<file path="src/sv/sbas_pkg.sv">
// Package for the signed BCD adder/subtractor.
// Holds widths, status codes and the stage record passed along the digit cells.
// No dependencies.
`timescale 1ns / 1ps

package sbas_pkg;

    localparam int MAX_DIGITS = 16;
    localparam int DIG_W      = 4;
    localparam int MAG_W      = MAX_DIGITS * DIG_W;
    localparam int LEN_W      = $clog2(MAX_DIGITS + 1);
    localparam int IDX_W      = (MAX_DIGITS > 1) ? $clog2(MAX_DIGITS) : 1;

    localparam int IN_DATA_W  = ((2 * MAG_W + 2 + 7) / 8) * 8;
    localparam int OUT_DATA_W = ((MAG_W + 3 + 7) / 8) * 8;

    localparam logic [1:0] ST_OK  = 2'd0;
    localparam logic [1:0] ST_OVF = 2'd1;
    localparam logic [1:0] ST_BAD = 2'd2;

    // One transaction in flight between two cells.
    typedef struct packed {
        logic [LEN_W-1:0] len;      // clamped length, 1..MAX_DIGITS
        logic             add;      // magnitudes are added, else subtracted
        logic             sign;     // sign of the result
        logic             bad;      // some used digit is above nine
        logic             carry;    // decimal carry or borrow into the next cell
        logic [MAG_W-1:0] big_mag;  // larger magnitude (or first operand on add)
        logic [MAG_W-1:0] sml_mag;  // smaller magnitude (or second operand on add)
        logic [MAG_W-1:0] sum;      // result digits filled in so far
    } t_stage;

endpackage

</file>
<file path="src/sv/sbas_prep.sv">
// Front stage: masks the operands to the length in use, resolves the
// effective signs and orders the magnitudes for subtraction. Uses sbas_pkg.
`timescale 1ns / 1ps

module sbas_prep
    import sbas_pkg::*;
(
    input  logic             i_clk,
    input  logic             i_rst_n,
    input  logic             i_en,
    input  logic             i_valid,
    input  logic             i_func,
    input  logic             i_a_sign,
    input  logic [MAG_W-1:0] i_a_digits,
    input  logic             i_b_sign,
    input  logic [MAG_W-1:0] i_b_digits,
    input  logic [LEN_W-1:0] i_cfg_len,
    output logic             o_valid,
    output t_stage           o_data
);

    logic             r_valid;
    t_stage           r_data;
    t_stage           n_data;
    logic [LEN_W-1:0] len;
    logic [MAG_W-1:0] mask;
    logic [MAG_W-1:0] x;
    logic [MAG_W-1:0] y;
    logic             sb;
    logic             y_gt_x;

    always_comb begin
        if (i_cfg_len == '0) begin
            len = LEN_W'(1);
        end else if (i_cfg_len > LEN_W'(MAX_DIGITS)) begin
            len = LEN_W'(MAX_DIGITS);
        end else begin
            len = i_cfg_len;
        end
        for (int k = 0; k < MAX_DIGITS; k++) begin
            mask[k*DIG_W +: DIG_W] = (LEN_W'(k) < len) ? {DIG_W{1'b1}} : '0;
        end
        x      = i_a_digits & mask;
        y      = i_b_digits & mask;
        sb     = i_b_sign ^ i_func;
        y_gt_x = y > x;

        n_data.len   = len;
        n_data.add   = (i_a_sign == sb);
        n_data.bad   = 1'b0;
        n_data.carry = 1'b0;
        n_data.sum   = '0;
        if (!n_data.add && y_gt_x) begin
            n_data.sign    = sb;
            n_data.big_mag = y;
            n_data.sml_mag = x;
        end else begin
            n_data.sign    = i_a_sign;
            n_data.big_mag = x;
            n_data.sml_mag = y;
        end
    end

    always_ff @(posedge i_clk) begin
        if (!i_rst_n) begin
            r_valid <= 1'b0;
        end else if (i_en) begin
            r_valid <= i_valid;
        end
    end

    always_ff @(posedge i_clk) begin
        if (i_en) begin
            r_data <= n_data;
        end
    end

    assign o_valid = r_valid;
    assign o_data  = r_data;

endmodule

</file>
<file path="src/sv/sbas_cell.sv">
// One digit cell: adds or subtracts one BCD digit position with decimal
// carry or borrow and registers the transaction for the next cell. Uses sbas_pkg.
`timescale 1ns / 1ps

module sbas_cell
    import sbas_pkg::*;
(
    input  logic             i_clk,
    input  logic             i_rst_n,
    input  logic [IDX_W-1:0] i_idx,
    input  logic             i_en,
    input  logic             i_valid,
    input  t_stage           i_data,
    output logic             o_valid,
    output t_stage           o_data
);

    localparam int BASE_W = IDX_W + 2;

    logic               r_valid;
    t_stage             r_data;
    t_stage             n_data;
    logic [BASE_W-1:0]  base;
    logic [DIG_W-1:0]   p;
    logic [DIG_W-1:0]   q;
    logic [DIG_W:0]     s;
    logic [DIG_W:0]     t;
    logic [DIG_W-1:0]   d;
    logic               cout;
    logic               used;

    always_comb begin
        base = {i_idx, 2'b00};
        p    = i_data.big_mag[base +: DIG_W];
        q    = i_data.sml_mag[base +: DIG_W];
        used = ({1'b0, i_idx} < (IDX_W + 1)'(i_data.len));
        s    = {1'b0, p} + {1'b0, q} + {{DIG_W{1'b0}}, i_data.carry};
        t    = {1'b0, q} + {{DIG_W{1'b0}}, i_data.carry};

        if (i_data.add) begin
            if (s >= (DIG_W + 1)'(10)) begin
                d    = DIG_W'(s - (DIG_W + 1)'(10));
                cout = 1'b1;
            end else begin
                d    = s[DIG_W-1:0];
                cout = 1'b0;
            end
        end else begin
            if ({1'b0, p} < t) begin
                d    = DIG_W'({1'b0, p} + (DIG_W + 1)'(10) - t);
                cout = 1'b1;
            end else begin
                d    = DIG_W'({1'b0, p} - t);
                cout = 1'b0;
            end
        end

        n_data = i_data;
        // Positions above the length keep the carry so the last cell sees the
        // carry out of the top used digit.
        if (used) begin
            n_data.sum[base +: DIG_W] = d;
            n_data.carry              = cout;
            n_data.bad                = i_data.bad || (p > DIG_W'(9)) || (q > DIG_W'(9));
        end
    end

    always_ff @(posedge i_clk) begin
        if (!i_rst_n) begin
            r_valid <= 1'b0;
        end else if (i_en) begin
            r_valid <= i_valid;
        end
    end

    always_ff @(posedge i_clk) begin
        if (i_en) begin
            r_data <= n_data;
        end
    end

    assign o_valid = r_valid;
    assign o_data  = r_data;

endmodule

</file>
<file path="src/sv/signed_bcd_add_sub.sv">
// Top level; uses sbas_pkg, sbas_prep and sbas_cell.
// Each accepted input passes the prep register, then the row of digit cells,
// to the master side; throughput one transaction per cycle while results are
// taken. The rate is set by the digit cells, one per BCD digit, each handing its
// carry to the next cell as it moves on; a stalled output holds only the full
// stages behind it. Reset empties the row and sets the length to 16 digits.
`timescale 1ns / 1ps

module signed_bcd_add_sub
    import sbas_pkg::*;
(
    input  logic                  i_clk,
    input  logic                  i_rst_n,
    input  logic                  i_cfg_we,
    input  logic [LEN_W-1:0]      i_cfg_wdata,   // digits_in_use
    input  logic                  s_axis_tvalid,
    output logic                  s_axis_tready,
    // [0] a_sign, [64:1] a_digits, [65] b_sign, [129:66] b_digits, rest zero
    input  logic [IN_DATA_W-1:0]  s_axis_tdata,
    // [0] func
    input  logic                  s_axis_tuser,
    output logic                  m_axis_tvalid,
    input  logic                  m_axis_tready,
    // [0] result_sign, [64:1] result_digits, [66:65] status, rest zero
    output logic [OUT_DATA_W-1:0] m_axis_tdata
);

    logic [LEN_W-1:0]      r_len;
    logic                  prep_en;
    logic                  prep_valid;
    t_stage                prep_data;
    logic [MAX_DIGITS-1:0] cell_en;
    logic [MAX_DIGITS-1:0] cell_valid;
    t_stage                cell_data [MAX_DIGITS];
    t_stage                last;
    logic                  res_sign;
    logic [MAG_W-1:0]      res_digits;
    logic [1:0]            res_status;

    always_ff @(posedge i_clk) begin
        if (!i_rst_n) begin
            r_len <= LEN_W'(MAX_DIGITS);
        end else if (i_cfg_we) begin
            r_len <= i_cfg_wdata;
        end
    end

    // A stage moves on when it is empty or the stage after it moves on.
    always_comb begin
        cell_en[MAX_DIGITS-1] = !cell_valid[MAX_DIGITS-1] || m_axis_tready;
        for (int k = MAX_DIGITS - 2; k >= 0; k--) begin
            cell_en[k] = !cell_valid[k] || cell_en[k+1];
        end
        prep_en = !prep_valid || cell_en[0];
    end

    assign s_axis_tready = prep_en;

    sbas_prep u_prep (
        .i_clk      (i_clk),
        .i_rst_n    (i_rst_n),
        .i_en       (prep_en),
        .i_valid    (s_axis_tvalid),
        .i_func     (s_axis_tuser),
        .i_a_sign   (s_axis_tdata[0]),
        .i_a_digits (s_axis_tdata[MAG_W:1]),
        .i_b_sign   (s_axis_tdata[MAG_W+1]),
        .i_b_digits (s_axis_tdata[2*MAG_W+1:MAG_W+2]),
        .i_cfg_len  (r_len),
        .o_valid    (prep_valid),
        .o_data     (prep_data)
    );

    for (genvar g = 0; g < MAX_DIGITS; g++) begin : g_cell
        if (g == 0) begin : g_first
            sbas_cell u_cell (
                .i_clk   (i_clk),
                .i_rst_n (i_rst_n),
                .i_idx   (IDX_W'(g)),
                .i_en    (cell_en[g]),
                .i_valid (prep_valid),
                .i_data  (prep_data),
                .o_valid (cell_valid[g]),
                .o_data  (cell_data[g])
            );
        end else begin : g_next
            sbas_cell u_cell (
                .i_clk   (i_clk),
                .i_rst_n (i_rst_n),
                .i_idx   (IDX_W'(g)),
                .i_en    (cell_en[g]),
                .i_valid (cell_valid[g-1]),
                .i_data  (cell_data[g-1]),
                .o_valid (cell_valid[g]),
                .o_data  (cell_data[g])
            );
        end
    end

    assign last = cell_data[MAX_DIGITS-1];

    always_comb begin
        if (last.bad) begin
            res_sign   = 1'b1;
            res_digits = '0;
            res_status = ST_BAD;
        end else begin
            res_sign   = last.sign;
            res_digits = last.sum;
            res_status = (last.add && last.carry) ? ST_OVF : ST_OK;
        end
    end

    assign m_axis_tvalid = cell_valid[MAX_DIGITS-1];
    assign m_axis_tdata  = {{(OUT_DATA_W - MAG_W - 3){1'b0}}, res_status, res_digits, res_sign};

endmodule

</file>
<file path="config.mk">
export PLATFORM = sky130hd
export DESIGN_NAME = signed_bcd_add_sub
export DESIGN_NICKNAME = d
export VERILOG_FILES = /design/src/sv/sbas_pkg.sv /design/src/sv/sbas_prep.sv /design/src/sv/sbas_cell.sv /design/src/sv/signed_bcd_add_sub.sv
export SDC_FILE = /design/constraint.sdc
export NUM_CORES = 2
export LEC_CHECK = 0
export BUFFER_PORTS_ARGS = -buffer_cell sky130_fd_sc_hd__buf_2
export CAP_MARGIN = 0
export CELL_PAD_IN_SITES_DETAIL_PLACEMENT = 1
export CELL_PAD_IN_SITES_GLOBAL_PLACEMENT = 2
export CORE_MARGIN = 1.5
export CORE_UTILIZATION = 51
export DETAILED_ROUTE_END_ITERATION = 12
export PLACE_DENSITY = 0.88
export SKIP_LAST_GASP = 1
export SLEW_MARGIN = 25
export SYNTH_ARGS = -nofsm -noshare
export SYNTH_HDL_FRONTEND = slang
export SYNTH_SLANG_ARGS = --single-unit
</file>
<file path="constraint.sdc">
create_clock -name i_clk -period 27.7 [get_ports i_clk]
set_input_delay 2.77 -clock i_clk [delete_from_list [all_inputs] [get_ports i_clk]]
set_output_delay 2.77 -clock i_clk [all_outputs]
set_load 0.01 [all_outputs]
</file>
After elaboration in Yosys (flattened, before gate mapping)
Index checks and enable logic that the tools add are counted.
Widths: inputs -> output; s select.

word-level totals
  register bits after elaboration = 3124
  input bits = 147

cells by class
  magnitude comparators = 98
  reductions and logical operators = 69
  multiplexer cells = 150
  bitwise logic cells = 3
  equal/unequal tests = 1
  $add $sub $neg = 110

operators by type and width
  kind                 count
  $mux 4               64
  $and 64x64->64       2
  $gt 4x4->1 const B   32
  $mux 128             1
  $mux 64              2
  $sub 4x4->4          32
  $add 4x4->5          16
  $ge 5x4->1 const B   16
  $lt 4x5->1 const A   16
  $add 4x1->5          15
  $add 5x1->5          15
  $lt 4x5->1           15
  $add 4x4->4 const B  16
  $gt 64x64->1         1
  $sub 4x4->4 const B  16
  $mux 60              1
  $mux 56              1
  $mux 52              1
  $mux 1               51
  $logic_or 1x1->1     48
  $mux 48              1
  $mux 44              1
  $lt 3x5->1 const A   8
  $mux 40              1
  other kinds (19)     59

Logic depth before layout (Yosys ltp)
  word-level depth = 18
  mapped depth = 17

Cells and area by module
A second synthesis with hierarchy kept.

second synthesis, totals
  cells, all modules = 9858
  area total of the unflattened synthesis = 153248.2 µm²

modules (own cells, without submodules)
  module                                     instances  area an instance (µm²)  cells each
  sbas_cell at g_cell[0].g_first.u_cell ...  11         8983.6                  566
  sbas_cell at g_cell[7].g_next.u_cell ...   2          9073.7                  540
  sbas_cell at g_cell[6].g_next.u_cell       1          9044.9                  539
  sbas_cell at g_cell[9].g_next.u_cell       1          9019.9                  579
  sbas_cell at g_cell[5].g_next.u_cell       1          8923.6                  572
  sbas_prep                                  1          8464.4                  738
  signed_bcd_add_sub                         1          828.3                   124

Worst setup path before layout
No wires, ideal clock.

  path kind = input to output
  from = in m_axis_tready
  to = out s_axis_tready
  cell stages on the path = 8
  slack = 15.403 ns
  arrival = 9.527 ns
  path buffers = 0
  required time = 24.930 ns
  cell sequence = nand2b_1 -> nor2_1 -> inv_2 -> nor3_1 -> and4_1 -> and3_1 -> and2_1 -> nand2_1

on the way
  cells in the longest elaborated chain, start to end = 17

RTL lines
  item                                     line                      text
  start: declaration                       signed_bcd_add_sub.sv:23  input logic m_axis_tready,
  $logic_or 1x1->1                         signed_bcd_add_sub.sv:50  cell_en[MAX_DIGITS-1] = !cell_valid[MAX_DIGITS-1] || m_axis_tready;
  $logic_or 1x1->1                         signed_bcd_add_sub.sv:52  cell_en[k] = !cell_valid[k] || cell_en[k+1];
  named net g_cell[14].g_next.u_cell.i_en  sbas_cell.sv:11           input logic i_en,
  $logic_or 1x1->1 (14 in series)          signed_bcd_add_sub.sv:52
  $logic_or 1x1->1                         signed_bcd_add_sub.sv:54  prep_en = !prep_valid || cell_en[0];
  end: declaration                         signed_bcd_add_sub.sv:17  output logic s_axis_tready,

The timed path passes the listed nets, and every way through them passes these cells.

Worst setup path after layout
  from = in m_axis_tready
  to = out s_axis_tready

on the way
  cells in the longest elaborated chain, start to end = 17

RTL lines
  item                                     line
  $logic_or 1x1->1                         signed_bcd_add_sub.sv:50
  named net g_cell[15].g_next.u_cell.i_en  sbas_cell.sv:11
  $logic_or 1x1->1                         signed_bcd_add_sub.sv:52
  named net g_cell[14].g_next.u_cell.i_en  sbas_cell.sv:11
  $logic_or 1x1->1 (14 in series)          signed_bcd_add_sub.sv:52
  $logic_or 1x1->1                         signed_bcd_add_sub.sv:54

The timed path passes the listed nets, and every way through them passes these cells.

==> out/qor.yml <==
status:
  status: "complete, no violations"
grt:
  track_usage: 0.190
  grt_max_degree: 78
  grt_pass1_wl_um: 194000
  overflow: 0
  antenna_found_initial: 0
  grt_pass1_vias: 33500
placement:
  place.gp.congestion: 0.808
  post-place-ws_ns: 18.57
  hpwlAfterDp_um: 82300
  port_buffers: 209
  place_area_um2: 71100
sta:
  setup_viol: 0
  fin_setup_tns_ns: 0
  finalCriticalPeriod_ns: 9.53
  skew_ns: 0.0262
  drv_slew: 0
  hold_viol: 0
  worst_slew_pin_slew_ns: 1.00
  relSlewSlack: 0.333
  rsz0062_at_grt: "false"
  fin_crit_sh: 0.344
  fmax_ghz: 0.105
  hold_ws_ns: 0.410
  setup_slack_ns: 18.17
setup_path:
  cp-startpoint: "m_axis_tready"
  arrival_ns: 6.76
  path_class: "in2out"
  crit_required_ns: 24.93
  crit_fanout: 38
  worst-r2r-cell-count: 12
  startpoint_type: "input pin"
  path_cells: "buf_2 > nand2b_4 > nor2_1 > clkinv_2 > nor3_1 > and4_1 > and3_1 > and2_1 > nand2_4 > buf_2"
  cp-end-kind: "output pin"
  crit-reg2reg-launch: "r_len[3]$_SDFFE_PN0P_"
  worstSetupEndpoint: "s_axis_tready"
  cp_slowest_cell: "nor3_1"
  regToRegSetupSlack_ns: 21.80
  r2r_end: "u_prep.o_data[88]$_DFFE_PP_"
  crit_top_cell: "buf_2"
  critPathMaxStageDelay_ns: 0.73
floorplanning:
  initial_utilization: 0.516
  die_x_um: 368
  core-area_um2: 132000
  dieHeight_um: 368
  ios: 221
  dieArea_um2: 135000
  num_rows: 133
cts:
  cts.htree.levels: 4
  cts_root_buffer: "clkbuf_16"
  cts_made_buffers: 171
  cts_max_path_buffers: 3
  path_clk_slew_ns: 0.06
  tritoncts: "yes"
  cts_setup_buffers: 0
  cts_hold_buf: 0
  cts_sinks: 1796
  insertion_delay_ns: 0.78
  postCtsResizedCells: 0
route:
  drc_errors: 0
  drt-total-wl_um: 128000
  ant_nets: 0
  drt-pass1-iter-count: 5
  avgRoutedWirePerCell_um: 21.5
  drt_iter0_drc: 1727
  dr_total_vias: 30500
  vias_per_cell: 5.14
finish:
  diodes: 0
  finalNetCount: 4514
  final_design_area_no_fill_um2: 76400
  fillCellCount: 11800
  drive_gt1_frac: 0.130
  syn_to_final_growth_pct: 12.5
pwr:
  pwr_density_cell_nw_per_um2: 97.5
  power_leakage_uw: 0.0304
  p_total_uw: 7450
  peakVddDrop_mv: 0.0515
synthesis:
  yosys.area_share.simple: 0.0390
  synth_cells: 3683
  yosysTopAreaCell: "edfxtp_1"
  synth-compound-area-share: 0.0316
  synthTopCellsByCount: "edfxtp_1 (1774), inv_1 (270), ha_1 (269)"
  synth_top_family_by_area: "adder cells"
  synth_xor_area_frac: 0.0177
  synthMuxAreaShare: 0.0308
  yosysSeqAreaShare: 0.790
  synth_edf_count: 1774
  yosysUniqueCellTypes: 61
  synth.most_common_cell: "edfxtp_1"
  post-synth-top-area-fraction: 0.784
  synth_area_leaders: "edfxtp_1 (78%), ha_1 (5.0%), mux2i_1 (2.6%)"
  ys_ff_latch: 1796
  yosys.area_share.adder: 0.0684
  synth-main-ff-cell: "edfxtp_1"
  async_reset_ff_frac: 0
  avgSynthCellArea_um2: 18.5
  ys_warn_count: 0
  syn_area_um2: 68000
worst_hold_path:
  hp-class: "reg2reg"
run:
  drv_cap: 0
[worst min path at each step]
stage	startpoint	endpoint	slack (ns)	depth (start not counted)
after detailed placement	u_prep.o_data[97]$_DFFE_PP_	g_cell[0].g_first.u_cell.o_data[97]$_DFFE_PP_	0.41	0
after global routing	u_prep.o_data[157]$_DFFE_PP_	g_cell[0].g_first.u_cell.o_data[157]$_DFFE_PP_	0.42	0
after CTS	u_prep.o_data[153]$_DFFE_PP_	g_cell[0].g_first.u_cell.o_data[153]$_DFFE_PP_	0.41	0
after floorplan	u_prep.o_data[100]$_DFFE_PP_	g_cell[0].g_first.u_cell.o_data[100]$_DFFE_PP_	0.40	0
final	u_prep.o_data[153]$_DFFE_PP_	g_cell[0].g_first.u_cell.o_data[153]$_DFFE_PP_	0.41	0
after global placement	g_cell[11].g_next.u_cell.o_data[183]$_DFFE_PP_	g_cell[12].g_next.u_cell.o_data[183]$_DFFE_PP_	0.40	0
[power breakdown]
group / total, uW / switching [uW] / internal (uW)
combinational: 1090 / 590 / 500
clock: 2240 / 995 / 1250
sequential: 4120 / 273 / 3850
total: 7450 / 1860 / 5590
[cells in the final DEF, fill, tap and decap left out, types with 17 or more instances in the layout]
master     instances
edfxtp_1        1774
ha_1             269
inv_1            263
buf_2            209
nand2_1          194
mux2i_1          178
clkbuf_16        173
nor2b_1          124
o21ai_0           98
nor2_1            73
xor2_1            73
a21oi_1           73
xnor2_1           64
fa_1              64
nand3_1           42
clkbuf_1          38
clkinv_1          37
a211oi_1          35
o21a_1            31
clkinv_2          28
a21o_1            28
buf_4             24
dfxtp_1           22
o21ai_1           19
or2_2             19
a21boi_0          18
nand2b_1          17
a31oi_1           17
[area by class of cell]
cell class	count	area (um^2)	area share
Inverter	272	1040	0.0136
Clock inverter	97	808	0.0106
Multi-Input combinational cell	1556	12900	0.168
Clock buffer	217	4550	0.0596
Tap cell	1755	2200	0.0287
Timing Repair Buffer	237	1280	0.0167
Sequential cell	1796	53700	0.703
[per-layer routing]
| metal | part of all wire | wire (um) | global-route usage |
|---|---|---|---|
| met1 | 0.40 | 50900 | 0.221 |
| met2 | 0.53 | 68100 | 0.349 |
| met3 | 0.036 | 4610 | 0.0305 |
| met4 | 0.032 | 4130 | 0.0722 |
| met5 | 0 | 0 | 0 |
[kinds of logic (layout without fill, tap and decap cells)]
| group | after synthesis | in the layout |
|---|---|---|
| buffers and inverters | 335 | 823 |
| XOR/XNOR | 137 | 137 |
| adder cells (fa/ha/maj) | 333 | 333 |
| flip-flops | 1796 | 1796 |
| AO/OA/AOI/OAI | 345 | 345 |
| multiplexers | 203 | 203 |
| AND/OR/NAND/NOR | 533 | 533 |
| other | 1 | 5 |
[sequential cells by signal (all words and copies together), names as in the netlist]
register	flops
g_cell.g_next.u_cell.o_data	1506
u_prep.o_data	135
g_cell.g_first.u_cell.o_data	133
g_cell.g_next.u_cell.o_valid	15
r_len	5
g_cell.g_first.u_cell.o_valid	1
u_prep.o_valid	1
[critical path: cells and delay by family]
family                 cells  cell delay, ns
and+or+nand+nor            7            3.37
buffers and inverters      3            0.55
[metrics by stage]
stage / instances / utilization
floorplan: 3687 / -
global placement: 5615 / 0.539
detailed placement: 5615 / 0.539
CTS: 5929 / 0.580
global route: 5930 / 0.580
finish: 5930 / 0.580
No activity file was read; power rests on OpenSTA's default activity.
